### config.mk
export PLATFORM = sky130hd
export DESIGN_NAME = bprq_find
export DESIGN_NICKNAME = d
export VERILOG_FILES = /design/src/hdl/bprq_find.sv
export SDC_FILE = /design/constraint.sdc
export NUM_CORES = 1
export LEC_CHECK = 0
export ABC_AREA = 1
export BUFFER_PORTS_ARGS = -buffer_cell sky130_fd_sc_hd__buf_4
export CAP_MARGIN = 40
export CORE_AREA = 3 3 40 42
export DETAILED_ROUTE_END_ITERATION = 10
export DIE_AREA = 0 0 43 45
export PLACE_DENSITY = 0.7
export SLEW_MARGIN = 5
export SYNTH_ARGS = -nofsm -noshare
export SYNTH_HDL_FRONTEND = slang
export SYNTH_SLANG_ARGS = --single-unit
### constraint.sdc
create_clock -name vclk -period 3.1
set_input_delay 0.62 -clock vclk [all_inputs]
set_output_delay 0.62 -clock vclk [all_outputs]
set_load 0.1 [all_outputs]
### src/hdl/bprq_find.sv
// Lowest-set-bit finder used for priority and group selection.
// Depends on nothing.
`default_nettype none
module bprq_find #(
  parameter int unsigned W = 32
) (
  input  logic [W-1:0]         vec_i,
  output logic [$clog2(W)-1:0] idx_o
);
  // priority encode from bit 0 up
  always_comb begin
    idx_o = '0;
    for (int i = W - 1; i >= 0; i--) begin
      if (vec_i[i]) begin
        idx_o = i[$clog2(W)-1:0];
      end
    end
  end
endmodule
`default_nettype wire

==> results.toml, run 1 <==
[status]
run_status = "complete, no violations"

[floorplanning]
fp.dieW_um = 43
core_area_um2 = 1280
dieArea_um2 = 1940
initial_core_util_pct = 33.7
boundaryPins = 37
fp-row-count = 13
die_h_um = 45

[cells_and_area]
seqCellArea_um2 = 0
clkbuf_count = 0
final_nets = 176
num_antenna_cells = 0
drive_above_1_share_pct = 31.7
final.fill_count = 149
stdcell_count = 157
finish.utilization_pct = 61.2
seq_cell_count = 0
area_growth_syn_to_layout_pct = 81.8

[timing]
max_freq_mhz = 323
setup_viol = 0
setup_ws_ps = 0.527
rsz0062_at_grt = "yes"
report.final.slew_viol_count = 0
worst_pin_slew_ps = 544
timing.final.crit_share_pct = 100
hold_violations = 0
fin_crit_ps = 3100
slew_headroom_pct = 63.4

[placed_design]
numPortBuffers = 37
dp.cells = 157
place_hpwl_um = 1230
place.gp.congestion = 0.756
place_ws_ps = -142

[worst_hold_path]
hp-class = "primary input to primary output"

[power]
p_comb_share_pct = 100.0
p_seq_share_pct = 0
p_clk_share_pct = 0
leakage_nw = 0.512
ir_worst_vdd_mv = 0.0553
p_per_area_nw_per_um2 = 123
p_switching_w = 0.0000499
swShare_pct = 51.4
p_int_w = 0.0000471
finalPower_w = 0.0000970

[synth]
synth_area_um2 = 433
yosysTopAreaCell = "nand2_1"
netlist_instances = 102
synth-seq-area-share_pct = 0
synth_area_per_cell_um2 = 4.24
synth_top_area_share_pct = 31.2
synth_fp_nets = 134
synth_cell_types = 13
yosysWarningCount = 0
synthTopCellsByArea = "nand2_1 (31%), inv_1 (29%), nor2_1 (10%), nand3_1 (8.1%), nor4_1 (4.3%)"

[critical_path]
slowest_stage = "buf_12"
critPathMaxStageDelay_ps = 190
cpMostUsedCell = "nand2_1"
path_buf_inv = 3
start_kind = "primary input"
path_max_fanout = 2
worst_setup_path_end_kind = "primary output"
critPathRequiredTime_ps = 2480
worstPathArrival_ps = 2480
critPathKind = "primary input to primary output"
crit_family = "simple AND/OR/NAND/NOR gates"

[global_routing]
grt.total_usage_pct = 14.1
antenna_found_initial = 0
grt_pass1_wl_um = 2250
grt_max_degree = 4
gr-total-overflow = 0
grt_pass1_vias = 626

[routing]
wl_met2_um = 641
drt_pass1_iterations = 4
route.met3.wl_um = 116
wl_met1_um = 531
routed.top_layer = "met4"
drt_iter0_drc = 8
via_per_inst = 4.46
ant_nets = 0
vias = 701
wirelength_um = 1310
post_drt_wl_per_cell_um = 8.32
drc = 0

[run]
max_cap_violations = 0

[clock_network]
cts_hold_buf = 0
-- final timing paths --
path / from / end / slack (ps) / depth (start not counted)
setup / recovery: vec_i[30] / idx_o[0] / 0.5 / 33
hold / removal: vec_i[0] / idx_o[0] / 1530 / 3
-- cell type report --
type / count / area [µm²] / area share, %
Multi-Input combinational cell: 69 / 328 / 41.7
Tap cell: 15 / 18.8 / 2.38
Inverter: 33 / 124 / 15.7
Timing Repair Buffer: 40 / 317 / 40.2
-- what timing repair did --
item / CTS / global route
hold endpoints to repair: 0 / 0
resized for setup: 6 / 0
buffers inserted: 0 / 0
pin swaps: 0 / 0
endpoints found under the setup margin: 1 / 1
-- layout by cell type, fill, tap and decap left out, drive strengths merged --
master,count
a21boi,1
a21oi,2
a31oi,2
and3,1
buf,40
inv,33
nand2,36
nand3,7
nor2,12
nor4,3
o211ai,1
o21ai,2
o311ai,2
-- power by group through the flow --
stage | Clock (W) | Sequential [W] | Combinational (W)
after floorplan | 0 | 0 | 0.0000466
after global placement | 0 | 0 | 0.0000916
after detailed placement | 0 | 0 | 0.0000937
after CTS | 0 | 0 | 0.0000979
after global routing | 0 | 0 | 0.000108
final | 0 | 0 | 0.0000970
-- logic make-up after synthesis --
kind of cell	Yosys count	share of synthesized area [%]
simple gates	59	55.5
compound gates	10	15.9
buf+inv	33	28.6
-- metal layers --
layer | GRT usage (%) | vias to the layer above
li1 | - | 386
met3 | 1.20 | 2
met5 | 0 | -
met2 | 28.1 | 29
met4 | 1.81 | 0
met1 | 16.7 | 284
-- cells in the mapped netlist, drive strengths merged --
master  count
nand3       7
nor2       12
and3        1
nand2      36
a21oi       2
o311ai      2
a31oi       2
a21boi      1
o21ai       2
o211ai      1
inv        33
nor4        3
-- through the flow --
step                      hold WS (ps)  instance area [µm²]  TNS [ps]
after CTS                         1530                  787     -31.7
after floorplan                   1330                  449         0
after global placement            1580                  768     -75.0
after detailed placement          1590                  768      -142
after global routing              1540                  787      -263
final                             1530                  787         0
No activity file was read; power rests on OpenSTA's default activity.
==> run 2: changes to the inputs <==
--- a/config.mk
+++ b/config.mk
@@ -6,12 +6,11 @@
 export NUM_CORES = 1
 export LEC_CHECK = 0
 export ABC_AREA = 1
-export BUFFER_PORTS_ARGS = -buffer_cell sky130_fd_sc_hd__buf_4
 export CAP_MARGIN = 40
 export CORE_AREA = 3 3 40 42
 export DETAILED_ROUTE_END_ITERATION = 10
 export DIE_AREA = 0 0 43 45
-export PLACE_DENSITY = 0.7
+export DONT_BUFFER_PORTS = 1
 export SLEW_MARGIN = 5
 export SYNTH_ARGS = -nofsm -noshare
 export SYNTH_HDL_FRONTEND = slang
==> run 2 against run 1 <==
  * Final area fell by 32%
  * Global-route usage fell by 2.9 points
  * Via count fell by 21%
  * Highest routed layer is now met3
  * Worst setup slack improved by 170 ps
  * Fmax rose by 6.0%
  * Utilization fell by 20 points
==> results.toml, run 2 (synthesized netlist as in run 1, its figures left out) <==
[timing]
setup_viol = 0
report.final.slew_viol_count = 0
slew_headroom_pct = 62.9
hold_violations = 0
timing.final.crit_share_pct = 94.4
tns_ps = 0
worst_pin_slew_ps = 551
fin_crit_ps = 2930
rsz0062_at_grt = "yes"
holdWs_ps = 1410
max_freq_mhz = 342

[critical_path]
slowest_stage = "buf_12"
worstPathArrival_ps = 2310
critPathRequiredTime_ps = 2480
path_max_fanout = 3
start_kind = "primary input"
path_buf_inv = 2
cpMostUsedCell = "nand2_1"
critPathKind = "primary input to primary output"
crit_family = "simple AND/OR/NAND/NOR gates"
critPathMaxStageDelay_ps = 190
worst_setup_path_end_kind = "primary output"

[power]
p_switching_w = 0.0000370
ir_worst_vdd_mv = 0.0445
p_per_area_nw_per_um2 = 108
p_int_w = 0.0000204
p_seq_share_pct = 0
leakage_nw = 0.342
swShare_pct = 64.5
p_comb_share_pct = 100.0
p_clk_share_pct = 0

[run]
max_cap_violations = 0

[status]
run_status = "complete, no violations"

[routing]
vias = 553
wirelength_um = 1010
post_drt_wl_per_cell_um = 8.25
drt_iter0_drc = 2
ant_nets = 0
drc = 0
drt_pass1_iterations = 2
via_per_inst = 4.53

[placed_design]
placed_cell_area_um2 = 522
place_hpwl_um = 961
numPortBuffers = 0
place.gp.congestion = 0.690

[global_routing]
grt.total_usage_pct = 11.2
grt_pass1_vias = 537
antenna_found_initial = 0
gr-total-overflow = 0
grt_max_degree = 4
grt_pass1_wl_um = 1830

[clock_network]
cts_resized = 0
cts_hold_buf = 0
cts_setup_buffers = 0

[cells_and_area]
final_area_um2 = 532
num_antenna_cells = 0
final_cell_mix = "nand2_1 (34), inv_1 (32), nor2_1 (11)"
seqCellArea_um2 = 0
finish.utilization_pct = 41.4
final.fill_count = 160
clkbuf_count = 0
final_nets = 141
layout_commonest_cell = "nand2_1"
area_growth_syn_to_layout_pct = 22.8
drive_above_1_share_pct = 11.2
seq_cell_count = 0

[floorplanning]
dieArea_um2 = 1940
initial_core_util_pct = 33.7
core_area_um2 = 1280
fp.dieW_um = 43
fp-row-count = 13
die_h_um = 45
boundaryPins = 37

[worst_hold_path]
hp-class = "primary input to primary output"
-- run 2: stage by stage --
step	instances	total power [W]	setup WS (ps)
floorplan	102	0.0000466	2.52
global route	122	0.0000659	-152
global placement	122	0.0000560	158
detailed placement	122	0.0000569	114
CTS	122	0.0000571	109
finish	122	0.0000574	175
-- run 2: final timing paths --
check  startpoint  slack (ps)        to  cells past startpoint
max     vec_i[30]         170  idx_o[0]                     32
min      vec_i[0]        1410  idx_o[0]                      2
-- run 2: final cells by class --
| class | instances | area, µm² | share of cell area [%] |
|---|---|---|---|
| Timing Repair Buffer | 5 | 50.0 | 9.41 |
| Tap cell | 15 | 18.8 | 3.53 |
| Inverter | 33 | 129 | 24.2 |
| Multi-Input combinational cell | 69 | 334 | 62.8 |
-- run 2: power by group through the flow --
stage          Sequential, W  Clock [W]  Combinational [W]
6_report                   0          0          0.0000574
5_1_grt                    0          0          0.0000659
4_1_cts                    0          0          0.0000571
3_5_place_dp               0          0          0.0000569
3_3_place_gp               0          0          0.0000560
2_1_floorplan              0          0          0.0000466
-- run 2: layer usage --
layer | vias up | track usage [%] | routed length, µm
met4 | 0 | 0 | 0
met1 | 211 | 13.3 | 397
li1 | 315 | - | -
met2 | 27 | 22.8 | 478
met3 | 0 | 1.20 | 130
met5 | - | 0 | 0
==> run 3: changes to the inputs <==
--- a/config.mk
+++ b/config.mk
@@ -11,6 +11,7 @@
 export DETAILED_ROUTE_END_ITERATION = 10
 export DIE_AREA = 0 0 43 45
 export DONT_BUFFER_PORTS = 1
+export PLACE_DENSITY = 0.53
 export SLEW_MARGIN = 5
 export SYNTH_ARGS = -nofsm -noshare
 export SYNTH_HDL_FRONTEND = slang
==> run 3 against run 2 <==
  * Global-route usage fell by 1.0 points
  * Worst setup slack improved by 7.8 ps
  * Sequential cell count did not move
  * Via count rose by 1.6%
  * Total power fell by 0.12%
  * Hold slack improved by 0.79 ps
  * First-iteration DRC count rose by 50%
  * Final area did not move
  * Clock-buffer cell count did not move
  * Utilization did not move
  * Critical path type unchanged
  * Critical endpoint unchanged
==> results.toml, run 3 (synthesized netlist as in run 1, its figures left out) <==
[timing]
holdWs_ps = 1410
slew_headroom_pct = 62.3
fin_crit_ps = 2920
report.final.slew_viol_count = 0
timing.final.crit_share_pct = 94.1
setup_ws_ps = 183
rsz0062_at_grt = "yes"
setup_viol = 0
hold_violations = 0
worst_pin_slew_ps = 560
max_freq_mhz = 343

[critical_path]
path_max_fanout = 3
critPathMaxStageDelay_ps = 190
critPathKind = "primary input to primary output"
crit_family = "simple AND/OR/NAND/NOR gates"
cpMostUsedCell = "nand2_1"
critPathRequiredTime_ps = 2480
worstPathArrival_ps = 2300
worst_setup_path_end_kind = "primary output"
slowest_stage = "buf_12"
start_kind = "primary input"
path_buf_inv = 2

[global_routing]
grt.total_usage_pct = 10.2
gr-total-overflow = 0
grt_pass1_vias = 486
antenna_found_initial = 0
grt_max_degree = 4
grt_pass1_wl_um = 1680

[cells_and_area]
num_antenna_cells = 0
final.fill_count = 161
multiInputGateArea_um2 = 334
layout_commonest_cell = "nand2_1"
seqCellArea_um2 = 0
stdcell_count = 122
final_nets = 141
clkbuf_count = 0
area_growth_syn_to_layout_pct = 22.8
seq_cell_count = 0
final_cell_mix = "nand2_1 (34), inv_1 (32), nor2_1 (11)"
drive_above_1_share_pct = 11.2

[placed_design]
place_hpwl_um = 990
numPortBuffers = 0
dp.cells = 122
place.gp.congestion = 0.657
place_ws_ps = 114

[routing]
post_drt_wl_per_cell_um = 8.36
via_per_inst = 4.61
drc = 0
vias = 562
drt_iter0_drc = 3
drt_pass1_iterations = 3
wirelength_um = 1020
ant_nets = 0

[worst_hold_path]
hp-start = "vec_i[0]"
holdPathEnd = "idx_o[0]"
whs_path_depth = 2
hp-class = "primary input to primary output"

[floorplanning]
initial_core_util_pct = 33.7
fp-row-count = 13
boundaryPins = 37
dieArea_um2 = 1940
die_h_um = 45
fp.dieW_um = 43
core_area_um2 = 1280

[clock_network]
cts_setup_buffers = 0

[status]
run_status = "complete, no violations"

[run]
max_cap_violations = 0

[power]
finalPower_w = 0.0000573
p_per_area_nw_per_um2 = 108
leakage_nw = 0.342
ir_worst_vdd_mv = 0.0565
[run 3: area by class of cell]
cell class,instances,area share [%]
Multi-Input combinational cell,69,62.8
Inverter,33,24.2
Timing Repair Buffer,5,9.41
Tap cell,15,3.53
[run 3: worst max-delay path by stage]
stage | cells past startpoint | slack (ps) | startpoint | end
2_1_floorplan | 5 | 3 | vec_i[23] | idx_o[3]
3_3_place_gp | 32 | 140 | vec_i[30] | idx_o[0]
3_5_place_dp | 32 | 110 | vec_i[30] | idx_o[0]
4_1_cts | 32 | 110 | vec_i[30] | idx_o[0]
5_1_grt | 32 | -120 | vec_i[30] | idx_o[0]
6_report | 32 | 180 | vec_i[30] | idx_o[0]
[run 3: where the power goes]
| group | switching [W] | leakage, nW | internal (W) |
|---|---|---|---|
| logic | 0.0000370 | 0.342 | 0.0000204 |
| clock network | 0 | 0 | 0 |
| registers | 0 | 0 | 0 |
[run 3: routing by layer]
layer / vias to the layer above / GRT usage [%] / wire length [µm]
li1: 315 / - / -
met3: 0 / 0.797 / 111
met2: 19 / 20.7 / 530
met5: - / 0 / 0
met4: 0 / 0 / 0
met1: 228 / 12.4 / 379
[run 3: stage by stage]
| step | area [µm²] | util (%) | setup TNS [ps] |
|---|---|---|---|
| after detailed placement | 522 | 40.6 | 0 |
| after CTS | 522 | 40.6 | 0 |
| after global routing | 532 | 41.4 | -120 |
| after floorplan | 449 | - | 0 |
| final | 532 | 41.4 | 0 |
| after global placement | 522 | 40.6 | 0 |
[run 3: what timing repair did]
action | CTS | global route
hold buffers | 0 | 0
endpoints found under the setup margin | 0 | 1
gates resized for setup | 0 | 6
